File: config.mk
export PLATFORM = sky130hd
export DESIGN_NAME = whole_line_phrase_matcher_unit
export DESIGN_NICKNAME = d
export VERILOG_FILES = /design/src/design/wlpm_pkg.sv /design/src/design/wlpm_head.sv /design/src/design/wlpm_cell.sv /design/src/design/wlpm_out.sv /design/src/design/whole_line_phrase_matcher_unit.sv
export SDC_FILE = /design/constraint.sdc
export NUM_CORES = 2
export LEC_CHECK = 0
export BUFFER_PORTS_ARGS = -buffer_cell sky130_fd_sc_hd__buf_2
export CAP_MARGIN = 30
export CORE_ASPECT_RATIO = 0.6
export CORE_MARGIN = 2
export CORE_UTILIZATION = 35
export CTS_BUF_LIST = sky130_fd_sc_hd__clkbuf_2
export CTS_CLUSTER_SIZE = 20
export DETAILED_ROUTE_END_ITERATION = 16
export GPL_TIMING_DRIVEN = 0
export PLACE_DENSITY = 0.52
export SKIP_CTS_REPAIR_TIMING = 1
export SYNTH_ARGS = -nofsm -noshare
export SYNTH_HDL_FRONTEND = slang
export SYNTH_SLANG_ARGS = --single-unit
File: constraint.sdc
create_clock -name clk -period 38.8 [get_ports clk]
set_input_delay 5.82 -clock clk [delete_from_list [all_inputs] [get_ports clk]]
set_output_delay 5.82 -clock clk [all_outputs]
set_load 0.01 [all_outputs]
File: src/design/wlpm_pkg.sv
package wlpm_pkg;

  localparam int MAX_PHRASES_DEF    = 8;
  localparam int MAX_PHRASE_LEN_DEF = 64;

  localparam int OP_W    = 2;
  localparam int SLOT_W  = 3;
  localparam int CPOS_W  = 6;
  localparam int BYTE_W  = 8;
  localparam int PLEN_W  = 7;
  localparam int COUNT_W = 4;
  localparam int INDEX_W = 3;
  localparam int LINE_W  = 32;

  localparam logic [OP_W-1:0] OP_LOAD_BYTE = 2'd0;
  localparam logic [OP_W-1:0] OP_SET_LEN   = 2'd1;
  localparam logic [OP_W-1:0] OP_DATA      = 2'd2;

  localparam logic [BYTE_W-1:0] NEWLINE_BYTE = 8'h0A;
  localparam logic [COUNT_W-1:0] COUNT_RESET = 4'd1;

  // One request as it travels down the row of phrase cells.
  typedef struct packed {
    logic                valid;
    logic                is_load;
    logic                is_len;
    logic                is_data;
    logic                newline;
    logic [SLOT_W-1:0]   slot;
    logic [CPOS_W-1:0]   char_pos;
    logic [BYTE_W-1:0]   data;
    logic [PLEN_W-1:0]   len;
    logic [COUNT_W-1:0]  used;
    logic [LINE_W-1:0]   line_number;
  } tok_t;

endpackage

File: src/design/wlpm_head.sv
module wlpm_head #(
  parameter int MAX_PHRASE_LEN = wlpm_pkg::MAX_PHRASE_LEN_DEF,
  parameter int LW = $clog2(MAX_PHRASE_LEN + 1)
) (
  input  logic                          clk,
  input  logic                          rst,
  input  logic                          accept,
  input  logic [wlpm_pkg::OP_W-1:0]     op,
  input  logic [wlpm_pkg::SLOT_W-1:0]   phrase_slot,
  input  logic [wlpm_pkg::CPOS_W-1:0]   char_position,
  input  logic [wlpm_pkg::BYTE_W-1:0]   byte_value,
  input  logic [wlpm_pkg::PLEN_W-1:0]   phrase_len,
  input  logic [wlpm_pkg::COUNT_W-1:0]  slot_count,
  output wlpm_pkg::tok_t                tok,
  output logic [LW-1:0]                 pos
);

  logic [LW-1:0]               line_pos;
  logic [LW-1:0]               line_pos_next;
  logic [wlpm_pkg::LINE_W-1:0] line_total;
  logic [wlpm_pkg::LINE_W-1:0] line_total_next;
  logic                        is_load;
  logic                        is_len;
  logic                        is_data;
  logic                        newline;

  always_comb begin
    is_load = 1'b0;
    is_len  = 1'b0;
    is_data = 1'b0;
    unique case (op)
      wlpm_pkg::OP_LOAD_BYTE: is_load = 1'b1;
      wlpm_pkg::OP_SET_LEN:   is_len  = 1'b1;
      wlpm_pkg::OP_DATA:      is_data = 1'b1;
      default: ;
    endcase
  end

  assign newline = (byte_value == wlpm_pkg::NEWLINE_BYTE);

  // The counter stops at its largest value; later lines report that number.
  always_comb begin
    if (line_total == '1) begin
      line_total_next = line_total;
    end else begin
      line_total_next = line_total + 1'b1;
    end
  end

  always_comb begin
    if (newline) begin
      line_pos_next = '0;
    end else if (line_pos < LW'(MAX_PHRASE_LEN)) begin
      line_pos_next = line_pos + 1'b1;
    end else begin
      line_pos_next = line_pos;
    end
  end

  always_ff @(posedge clk) begin
    if (rst) begin
      line_pos   <= '0;
      line_total <= '0;
    end else if (accept && is_data) begin
      line_pos <= line_pos_next;
      if (newline) begin
        line_total <= line_total_next;
      end
    end
  end

  always_comb begin
    tok.valid       = accept;
    tok.is_load     = is_load;
    tok.is_len      = is_len;
    tok.is_data     = is_data;
    tok.newline     = newline;
    tok.slot        = phrase_slot;
    tok.char_pos    = char_position;
    tok.data        = byte_value;
    tok.len         = phrase_len;
    tok.used        = slot_count;
    tok.line_number = line_total_next;
  end

  assign pos = line_pos;

endmodule

File: src/design/wlpm_cell.sv
module wlpm_cell #(
  parameter int CELL_ID        = 0,
  parameter int MAX_PHRASES    = wlpm_pkg::MAX_PHRASES_DEF,
  parameter int MAX_PHRASE_LEN = wlpm_pkg::MAX_PHRASE_LEN_DEF,
  parameter int LW = $clog2(MAX_PHRASE_LEN + 1),
  parameter int PW = (MAX_PHRASE_LEN > 1) ? $clog2(MAX_PHRASE_LEN) : 1
) (
  input  logic                    clk,
  input  logic                    rst,
  input  logic                    advance,
  input  wlpm_pkg::tok_t          tok_in,
  input  logic [LW-1:0]           pos_in,
  input  logic [MAX_PHRASES-1:0]  hits_in,
  output wlpm_pkg::tok_t          tok_out,
  output logic [LW-1:0]           pos_out,
  output logic [MAX_PHRASES-1:0]  hits_out
);

  logic [wlpm_pkg::BYTE_W-1:0] mem [MAX_PHRASE_LEN];
  logic [wlpm_pkg::BYTE_W-1:0] stored_byte;
  wlpm_pkg::tok_t              cur_tok;
  logic [LW-1:0]               cur_pos;
  logic [MAX_PHRASES-1:0]      cur_hits;
  logic [LW-1:0]               slot_len;
  logic                        alive;
  logic                        my_slot_in;
  logic                        in_use;
  logic                        is_data_tok;
  logic                        hit;
  logic                        mismatch;
  logic [LW-1:0]               len_sat;
  logic [MAX_PHRASES-1:0]      hit_bit;

  assign my_slot_in  = (32'(tok_in.slot) == CELL_ID);
  assign in_use      = (CELL_ID < 32'(cur_tok.used));
  assign is_data_tok = cur_tok.valid && cur_tok.is_data;
  assign len_sat     = (32'(tok_in.len) > MAX_PHRASE_LEN) ? LW'(MAX_PHRASE_LEN)
                                                         : LW'(tok_in.len);

  // Past the phrase length covers the overlong line too, since slot_len never
  // exceeds the maximum phrase length.
  assign mismatch = (cur_pos >= slot_len) || (stored_byte != cur_tok.data);
  assign hit      = is_data_tok && cur_tok.newline && alive && in_use &&
                    (slot_len == cur_pos);

  always_comb begin
    hit_bit          = '0;
    hit_bit[CELL_ID] = hit;
  end

  // Loads are written as they enter, and every request reads the byte at its
  // line position on entry, so the compare stage sees loads in request order.
  always_ff @(posedge clk) begin
    if (advance) begin
      if (tok_in.valid && tok_in.is_load && my_slot_in &&
          (32'(tok_in.char_pos) < MAX_PHRASE_LEN)) begin
        mem[PW'(tok_in.char_pos)] <= tok_in.data;
      end
      stored_byte <= mem[PW'(pos_in)];
    end
  end

  always_ff @(posedge clk) begin
    if (rst) begin
      cur_tok.valid <= 1'b0;
      slot_len      <= '0;
      alive         <= 1'b1;
    end else if (advance) begin
      cur_tok <= tok_in;
      if (tok_in.valid && tok_in.is_len && my_slot_in) begin
        slot_len <= len_sat;
      end
      if (is_data_tok) begin
        if (cur_tok.newline) begin
          alive <= 1'b1;
        end else if (mismatch) begin
          alive <= 1'b0;
        end
      end
    end
  end

  always_ff @(posedge clk) begin
    if (advance) begin
      cur_pos  <= pos_in;
      cur_hits <= hits_in;
    end
  end

  assign tok_out  = cur_tok;
  assign pos_out  = cur_pos;
  assign hits_out = cur_hits | hit_bit;

endmodule

File: src/design/wlpm_out.sv
module wlpm_out #(
  parameter int MAX_PHRASES = wlpm_pkg::MAX_PHRASES_DEF,
  parameter int SW = (MAX_PHRASES > 1) ? $clog2(MAX_PHRASES) : 1
) (
  input  logic                          clk,
  input  logic                          rst,
  input  wlpm_pkg::tok_t                tail_tok,
  input  logic [MAX_PHRASES-1:0]        tail_hits,
  output logic                          hold,
  output logic                          out_valid,
  input  logic                          out_stall,
  output logic [wlpm_pkg::INDEX_W-1:0]  phrase_index,
  output logic [wlpm_pkg::LINE_W-1:0]   line_number,
  output logic                          last
);

  logic [MAX_PHRASES-1:0]      pending;
  logic [wlpm_pkg::LINE_W-1:0] pending_line;
  logic [MAX_PHRASES-1:0]      remaining;
  logic [SW-1:0]               idx;
  logic                        take;
  logic                        free;
  logic                        push;

  always_comb begin
    idx = '0;
    for (int i = MAX_PHRASES - 1; i >= 0; i--) begin
      if (pending[i]) begin
        idx = SW'(i);
      end
    end
  end

  assign remaining = pending & (pending - 1'b1);
  assign out_valid = |pending;
  assign last      = (remaining == '0);
  assign take      = out_valid && !out_stall;
  assign free      = !out_valid || (take && last);
  assign push      = tail_tok.valid && tail_tok.is_data && tail_tok.newline && (|tail_hits);

  // A newline with matches may leave the row only when the previous line's
  // results are gone or the final one is taken in this cycle.
  assign hold = push && !free;

  always_ff @(posedge clk) begin
    if (rst) begin
      pending <= '0;
    end else if (push && free) begin
      pending <= tail_hits;
    end else if (take) begin
      pending <= remaining;
    end
  end

  always_ff @(posedge clk) begin
    if (push && free) begin
      pending_line <= tail_tok.line_number;
    end
  end

  assign phrase_index = wlpm_pkg::INDEX_W'(idx);
  assign line_number  = pending_line;

endmodule

File: src/design/whole_line_phrase_matcher_unit.sv
// Whole-line phrase matcher: text bytes stream in one per cycle and every line
// that equals one of the loaded phrases is reported as one result per matching
// slot, in slot order, with last set on the final one. Each phrase slot is a
// cell in a row; a request moves one cell per cycle unless the row is held, and
// the first result of a line is offered once its newline has passed every cell
// and the output register, or later while the previous line's results drain.
// The input takes one request per cycle while in_stall is low; results leave
// one per cycle while out_stall is low, so a newline with matches can hold the
// input, longer while out_stall is high, when the next matching newline reaches
// the end of the row before they are all taken. Phrase bytes and lengths come
// in on the input channel, the slot count on the always-ready cfg channel; the
// user must write it only while idle, which the block does not enforce.
module whole_line_phrase_matcher_unit #(
  parameter int MAX_PHRASES    = wlpm_pkg::MAX_PHRASES_DEF,
  parameter int MAX_PHRASE_LEN = wlpm_pkg::MAX_PHRASE_LEN_DEF
) (
  input  logic                          clk,
  input  logic                          rst,
  input  logic                          cfg_valid,
  output logic                          cfg_ready,
  input  logic [wlpm_pkg::COUNT_W-1:0]  cfg_data,
  input  logic                          in_valid,
  output logic                          in_stall,
  input  logic [wlpm_pkg::OP_W-1:0]     op,
  input  logic [wlpm_pkg::SLOT_W-1:0]   phrase_slot,
  input  logic [wlpm_pkg::CPOS_W-1:0]   char_position,
  input  logic [wlpm_pkg::BYTE_W-1:0]   byte_value,
  input  logic [wlpm_pkg::PLEN_W-1:0]   phrase_len,
  output logic                          out_valid,
  input  logic                          out_stall,
  output logic [wlpm_pkg::INDEX_W-1:0]  phrase_index,
  output logic [wlpm_pkg::LINE_W-1:0]   line_number,
  output logic                          last
);

  localparam int LW = $clog2(MAX_PHRASE_LEN + 1);

  logic [wlpm_pkg::COUNT_W-1:0] slot_count;
  logic                         hold;
  logic                         advance;
  logic                         accept;
  wlpm_pkg::tok_t               tok  [MAX_PHRASES + 1];
  logic [LW-1:0]                pos  [MAX_PHRASES + 1];
  logic [MAX_PHRASES-1:0]       hits [MAX_PHRASES + 1];

  assign cfg_ready = 1'b1;

  always_ff @(posedge clk) begin
    if (rst) begin
      slot_count <= wlpm_pkg::COUNT_RESET;
    end else if (cfg_valid && cfg_ready) begin
      slot_count <= cfg_data;
    end
  end

  assign advance  = !hold;
  assign in_stall = hold;
  assign accept   = in_valid && advance;

  wlpm_head #(
    .MAX_PHRASE_LEN(MAX_PHRASE_LEN),
    .LW(LW)
  ) u_head (
    .clk(clk),
    .rst(rst),
    .accept(accept),
    .op(op),
    .phrase_slot(phrase_slot),
    .char_position(char_position),
    .byte_value(byte_value),
    .phrase_len(phrase_len),
    .slot_count(slot_count),
    .tok(tok[0]),
    .pos(pos[0])
  );

  assign hits[0] = '0;

  for (genvar i = 0; i < MAX_PHRASES; i++) begin : g_cell
    wlpm_cell #(
      .CELL_ID(i),
      .MAX_PHRASES(MAX_PHRASES),
      .MAX_PHRASE_LEN(MAX_PHRASE_LEN),
      .LW(LW)
    ) u_cell (
      .clk(clk),
      .rst(rst),
      .advance(advance),
      .tok_in(tok[i]),
      .pos_in(pos[i]),
      .hits_in(hits[i]),
      .tok_out(tok[i+1]),
      .pos_out(pos[i+1]),
      .hits_out(hits[i+1])
    );
  end

  wlpm_out #(
    .MAX_PHRASES(MAX_PHRASES)
  ) u_out (
    .clk(clk),
    .rst(rst),
    .tail_tok(tok[MAX_PHRASES]),
    .tail_hits(hits[MAX_PHRASES]),
    .hold(hold),
    .out_valid(out_valid),
    .out_stall(out_stall),
    .phrase_index(phrase_index),
    .line_number(line_number),
    .last(last)
  );

endmodule

# Word-level counts from Yosys, hierarchy flattened
# Memory sizes are Yosys's and may differ from the RTL's. A register that Yosys moved wholly into a read port is not among the register bits.
# Index checks and enable logic that the tools add are counted.
# classes
n_addsub	3
n_lt_le_gt_ge	25
n_eq_ne	27
n_mux	64
n_bitwise	10
reduce_logical	134
# ops
op	count
1-bit logical AND	79
7-bit two-way mux	10
8-bit inequality test	8
7-bit equality test	8
7-bit >= comparator	8
7-bit greater-than comparator, second input constant	8
1-bit two-way mux	43
32-bit by 1-bit adder with 32-bit output, second input constant	1
32-bit equality test, second input constant	1
32-bit two-way mux	1
3-bit two-way mux	8
3-bit AND reduction	8
2-bit AND reduction	11
2-bit nonzero test	10
3-bit by 4-bit less-than comparator with 1-bit output, first input constant	4
8-bit two-way mux	2
8-bit OR reduction	2
3-bit equality test, second input constant	4
1-bit zero test	12
1-bit logical OR	9
8-bit bitwise AND	1
8-bit by 4-bit equality test with 1-bit output, second input constant	1
8-bit zero test	1
1-bit by 4-bit less-than comparator with 1-bit output, first input constant	2
18 further kinds	21
# word_totals
ff_bits	754
mem_bits_rw	4096
out_inout_bits	39
wordCells	390
n_memories	8
# memory_table
name	depth	width	read_ports	rd_clocked_by_memory_dff	wr	line_no	text
g_cell[0].u_cell.mem	64	8	1	1	1	wlpm_cell.sv:19	logic [wlpm_pkg::BYTE_W-1:0] mem [MAX_PHRASE_LEN];
g_cell[1].u_cell.mem	64	8	1	1	1	wlpm_cell.sv:19	
g_cell[2].u_cell.mem	64	8	1	1	1	wlpm_cell.sv:19	
g_cell[3].u_cell.mem	64	8	1	1	1	wlpm_cell.sv:19	
g_cell[4].u_cell.mem	64	8	1	1	1	wlpm_cell.sv:19	
g_cell[5].u_cell.mem	64	8	1	1	1	wlpm_cell.sv:19	
+2 memories	--	--	--	--	--	--	

# Logic depth before layout (Yosys ltp)
# logic_depth
ltp_word	16
mapped_depth	12
ltp_nobuf	9

# Hierarchy
# Synthesis repeated with hierarchy kept, for this count alone.
# hier_totals
cells_unflattened	9212
area_unflattened_um2	190828.0
# by_module_without_submodules
module	instances	cells_per_inst	area_per_inst_um2	seq_area_each_um2
wlpm_cell at g_cell[1].u_cell	1	1091	23428.7	18167.4
wlpm_cell at g_cell[5].u_cell	1	1096	23359.9	18167.4
wlpm_cell at g_cell[4].u_cell	1	1070	23353.6	18167.4
wlpm_cell at g_cell[2].u_cell	1	1090	23321.1	18167.4
wlpm_cell at g_cell[7].u_cell	1	1097	23301.1	18167.4
wlpm_cell at g_cell[3].u_cell	1	1091	23282.3	18167.4
wlpm_cell at g_cell[6].u_cell	1	1098	23168.5	18167.4
wlpm_cell at g_cell[0].u_cell	1	1092	23129.7	18167.4
wlpm_head	1	356	2708.8	780.7
wlpm_out	1	113	1605.3	1121.1
whole_line_phrase_matcher_unit	1	18	168.9	80.1

# Worst setup path after synthesis
# No wires, ideal clock.
# synth_timing
path_type	input -> register
start	input out_stall
end	register g_cell[0].u_cell.cur_tok (netlist bit g_cell[0].u_cell.tok_out[0]), enable pin
setup_time_ns	1.359
arrival_time_ns	27.886
slack_ns	9.555
path_stages	8
n_path_buf	4
cell_sequence	clkbuf_1 -> or3_4 -> a2111oi_4 -> nor2_2 -> buf_6 -> clkbuf_1 -> clkbuf_1 -> nor2_1
# synth_between
elab_chain_len	8
# synth_rtl
element	line_no	text
start: declaration	whole_line_phrase_matcher_unit.sv:30	input logic out_stall,
1-bit zero test	wlpm_out.sv:37	assign take = out_valid && !out_stall;
1-bit logical AND	wlpm_out.sv:37	
1-bit logical AND	wlpm_out.sv:38	assign free = !out_valid || (take && last);
1-bit logical OR	wlpm_out.sv:38	
1-bit zero test	wlpm_out.sv:43	assign hold = push && !free;
1-bit logical AND	wlpm_out.sv:43	
named net in_stall	whole_line_phrase_matcher_unit.sv:23	output logic in_stall,
1-bit inverter (no line)	--	
2-bit AND reduction (no line)	--	
end signal: assignment	wlpm_cell.sv:69	cur_tok <= tok_in;
end: declaration	wlpm_cell.sv:21	wlpm_pkg::tok_t cur_tok;
# The timed path passes the listed nets, and every way through them passes these cells.
# A chain may end at the register's enable or synchronous reset.

# Final worst setup path
# layout_timing
start	input out_stall
end	output in_stall
# layout_between
elab_chain_len	6
# layout_rtl
element	line_no
1-bit zero test	wlpm_out.sv:37
1-bit logical AND	wlpm_out.sv:37
1-bit logical AND	wlpm_out.sv:38
1-bit logical OR	wlpm_out.sv:38
1-bit zero test	wlpm_out.sv:43
1-bit logical AND	wlpm_out.sv:43
end: declaration	whole_line_phrase_matcher_unit.sv:23
# Every way passes these cells.

==> reports/results.txt <==
Die Width: 946 um
Dpl hpwl: 349 mm
Total gr overflow: 0
Remaining DRCs: 0
Fmax achieved: 64.8 MHz
Pwr dens: 44.7 nW/um2
Minimum clock period: 15.43 ns
Final number of setup-violating endpoints: 0
Antenna violations before repair: 52
Avg WL per Cell: 28.0 um
Worst Path Arrival: 9.61 ns
WHS Endpoint: g_cell[5].u_cell.tok_out[26]
H-tree depth: 7
Vias in the first global route: 95,700
R2R Path End: g_cell[6].u_cell.tok_out[23]
Unrepaired setup endpoints after global routing: no
Crit-path max FO: 10
GPL Wtd Cong: 0.839
Largest cells by area after synthesis: edfxtp_1 (77%), mux4_2 (15%), dfxtp_1 (1.3%), nor2_1 (1.1%), a22oi_1 (0.53%)
Iteration-0 DRC Markers: 12,700
Core Region: 530,000 um2
Worst Hold Launch: g_cell[4].u_cell.tok_out[26]
Root Driver: clkbuf_2
Area leader, netlist: edfxtp_1
All-Layer GR Usage: 0.184
Multiplexer share of the synthesized area: 0.156
First-pass GRT wire length: 705 mm
Avg Cell Area, Syn: 22.2 um2
Post-synth EDFFs: 4,767
Cells after Synth: 8,416
Critical Path End Type: output port
Setup TNS: 0 ns
Number of library cell types mapped by synthesis: 81
CTS sink cnt: 4,890
Largest net degree at the start of global routing: 107
Antenna Nets Post-Route: 0
Initial Util: 0.352
Register area share after synthesis: 0.781
P_int: 7.20 mW
Slew @ Worst Pin: 1.15 ns
# fillers: 47,200
Max-cap violations: 0
# rows: 207
Startpoint types: input pin
Pwr Total: 9.51 mW
Fin Hold WS: 0.309 ns
Final wirelength: 502 mm
Main combinational cell family by area after synthesis: multiplexers
DP Area: 202,000 um2
Post-DR vias/cell: 5.34
Via Count: 95,600
Maximum VDD drop: 0.0000312 V
CP required: 32.98 ns
Synth Area in Adders: 0.00405
Main synth FF type: edfxtp_1
Synth Area in XOR/XNOR: 0.00437
IO Pins: 74
CTS Buffer Depth: 5
Max Slew Vio Count: 0
Fraction of layout cells with a size suffix above 1: 0.332
Final instance area: 213,000 um2
Cts bufs inserted: 1,179
Max stage delay cell, worst path: clkbuf_1
Final count of hold timing violations: 0
Mapped Area: 186,000 um2
First-pass DRT Iterations: 6
Final core utilization: 0.401
Setup slack, reg-to-reg: 32.84 ns
CP peak stage delay: 0.75 ns
Crit Path Category: in2out
CP dominant cell by count: clkbuf_1
Final net count: 10,100
Status: finished, final reports clean
Synth Warn #: 0
Mapped Nets: 8,509
Net Sw Frac: 0.243
Clock slew at reported path FFs: 0.11 ns
Hold Path Class: reg2reg
Synth Area in Simple Gates: 0.0322
FF+latch count, synth: 4,890
Flop pwr share: 0.617
Leakage: 66.0 nW
Synthesis-to-layout area growth: 14.0%
Tcrit/Tclk final: 0.398
Clock Skew: 0.331 ns
Die area: 539,000 um2
Reg2reg start: g_cell[7].u_cell.slot_len[5]
Hold Path Cell Cnt: 0
Skew-Pair Late Insertion Delay: 2.44 ns
Clock power frac: 0.342
Sw power: 2.31 mW
Cell Chain, Critical Path: clkbuf_1 > maj3_1 > o22ai_1 > o2bb2ai_1 > nor2_2 > buf_6 > clkbuf_1 > buf_8 > clkbuf_1 > buf_8 > buf_2
Register-to-Register Path Depth: 17
Compound-gate portion of the synthesized area: 0.0128
Synth top area share: 0.768
Max-slew headroom: 0.225
IO buf count: 70
Comb power frac: 0.041
TritonCTS clock tree: yes
Die H: 569 um
FFs w/ async S/R, synth: 0
## cell usage in the layout, fill, tap and decap left out, types with 131 or more instances in the layout
master and instances:
a22oi_1 131, clkinv_1 181, buf_1 135, nor2_1 539, buf_16 140, clkbuf_1 245, nand2_1 238, edfxtp_1 4767
buf_8 133, mux4_2 1280, clkbuf_2 1678
## cells in the mapped netlist, drive strengths merged, types with 11 or more instances
cell type	count
mux4	1280
nor4	36
nand2	238
or3b	38
and2	11
nand2b	33
and3	12
mux2i	14
edfxtp	4767
a22oi	131
nand4	51
inv	73
xor2	44
xnor2	49
nor2b	45
a21oi	100
o21ai	40
buf	156
nor3	55
nor2	551
nand3	62
clkbuf	245
nand3b	21
dfxtp	123
or3	32
or4	11
ha	58
## worst max path at each step
| stage | start | end | slack (ns) |
|---|---|---|---|
| 2_1_floorplan | out_stall | g_cell[0].u_cell.tok_out[0] | 9.56 |
| 3_3_place_gp | out_stall | g_cell[7].u_cell.tok_out[45] | -0.47 |
| 3_5_place_dp | out_stall | in_stall | 23.50 |
| 4_1_cts | out_stall | in_stall | 23.47 |
| 5_1_grt | out_stall | in_stall | 23.33 |
| 6_report | out_stall | in_stall | 23.37 |
## layout make-up
| class | count | area [um2] | area share |
|---|---|---|---|
| plain buffers | 401 | 1590 | 0.00748 |
| well taps | 7106 | 8890 | 0.0418 |
| clock inverters | 240 | 1240 | 0.00583 |
| inverters | 75 | 283 | 0.00133 |
| clock buffers | 1678 | 8400 | 0.0395 |
| multi-input cells | 3050 | 39200 | 0.184 |
| repair buffers | 458 | 7330 | 0.0345 |
| flip-flops and latches | 4890 | 146000 | 0.685 |
| diodes | 22 | 55.1 | 0.000259 |
## power by group through the flow
| stage | clock network [mW] | registers [mW] | logic (mW) |
|---|---|---|---|
| finish | 3.25 | 5.87 | 0.391 |
| global route | 3.60 | 5.87 | 0.412 |
| CTS | 3.35 | 5.87 | 0.384 |
| detailed placement | 0 | 5.99 | 0.383 |
| global placement | 0 | 6.08 | 0.245 |
| floorplan | 0 | 6.01 | 0.152 |
## routing by layer
| metal | vias to the layer above | part of all wire | GRT usage |
|---|---|---|---|
| met1 | 50800 | 0.47 | 0.289 |
| met2 | 4885 | 0.41 | 0.240 |
| met5 | - | 0.000014 | 0 |
| met3 | 798 | 0.11 | 0.0557 |
| met4 | 2 | 0.021 | 0.0581 |
| li1 | 39200 | - | - |
## state kept, by name, indices dropped and copies added (netlist names)
register / count
g_cell.u_cell.stored_byte: 64
g_cell.u_cell.alive: 8
u_out.pending: 8
g_cell.u_cell.slot_len: 56
u_head.line_total: 32
u_head.pos: 7
g_cell.u_cell.mem: 4096
u_out.line_number: 32
g_cell.u_cell.tok_out: 499
g_cell.u_cell.cur_hits: 28
slot_count: 4
g_cell.u_cell.pos_out: 56
## cell families after synthesis
family / Yosys count
simple gates: 1242
xor+xnor: 93
compound gates: 355
other cells: 1
buf+inv: 476
mux: 1298
fa+ha+maj: 61
flops: 4890
## worst max-delay path: cells and delay by family
kind	cells	cell delay, ns
buffers and inverters	7	2.59
and+or+nand+nor	1	0.46
AOI/OAI and AO/OA	2	0.38
adders and majority gates	1	0.30
## per-stage QoR
stage / setup slack [ns] / instances
after CTS: 23.47 / 17900
after detailed placement: 23.50 / 15900
final: 23.37 / 17900
after global routing: 23.33 / 17900
after global placement: -0.467 / 15600
after floorplan: 9.56 / 8416
No activity file was read; power rests on OpenSTA's default activity.
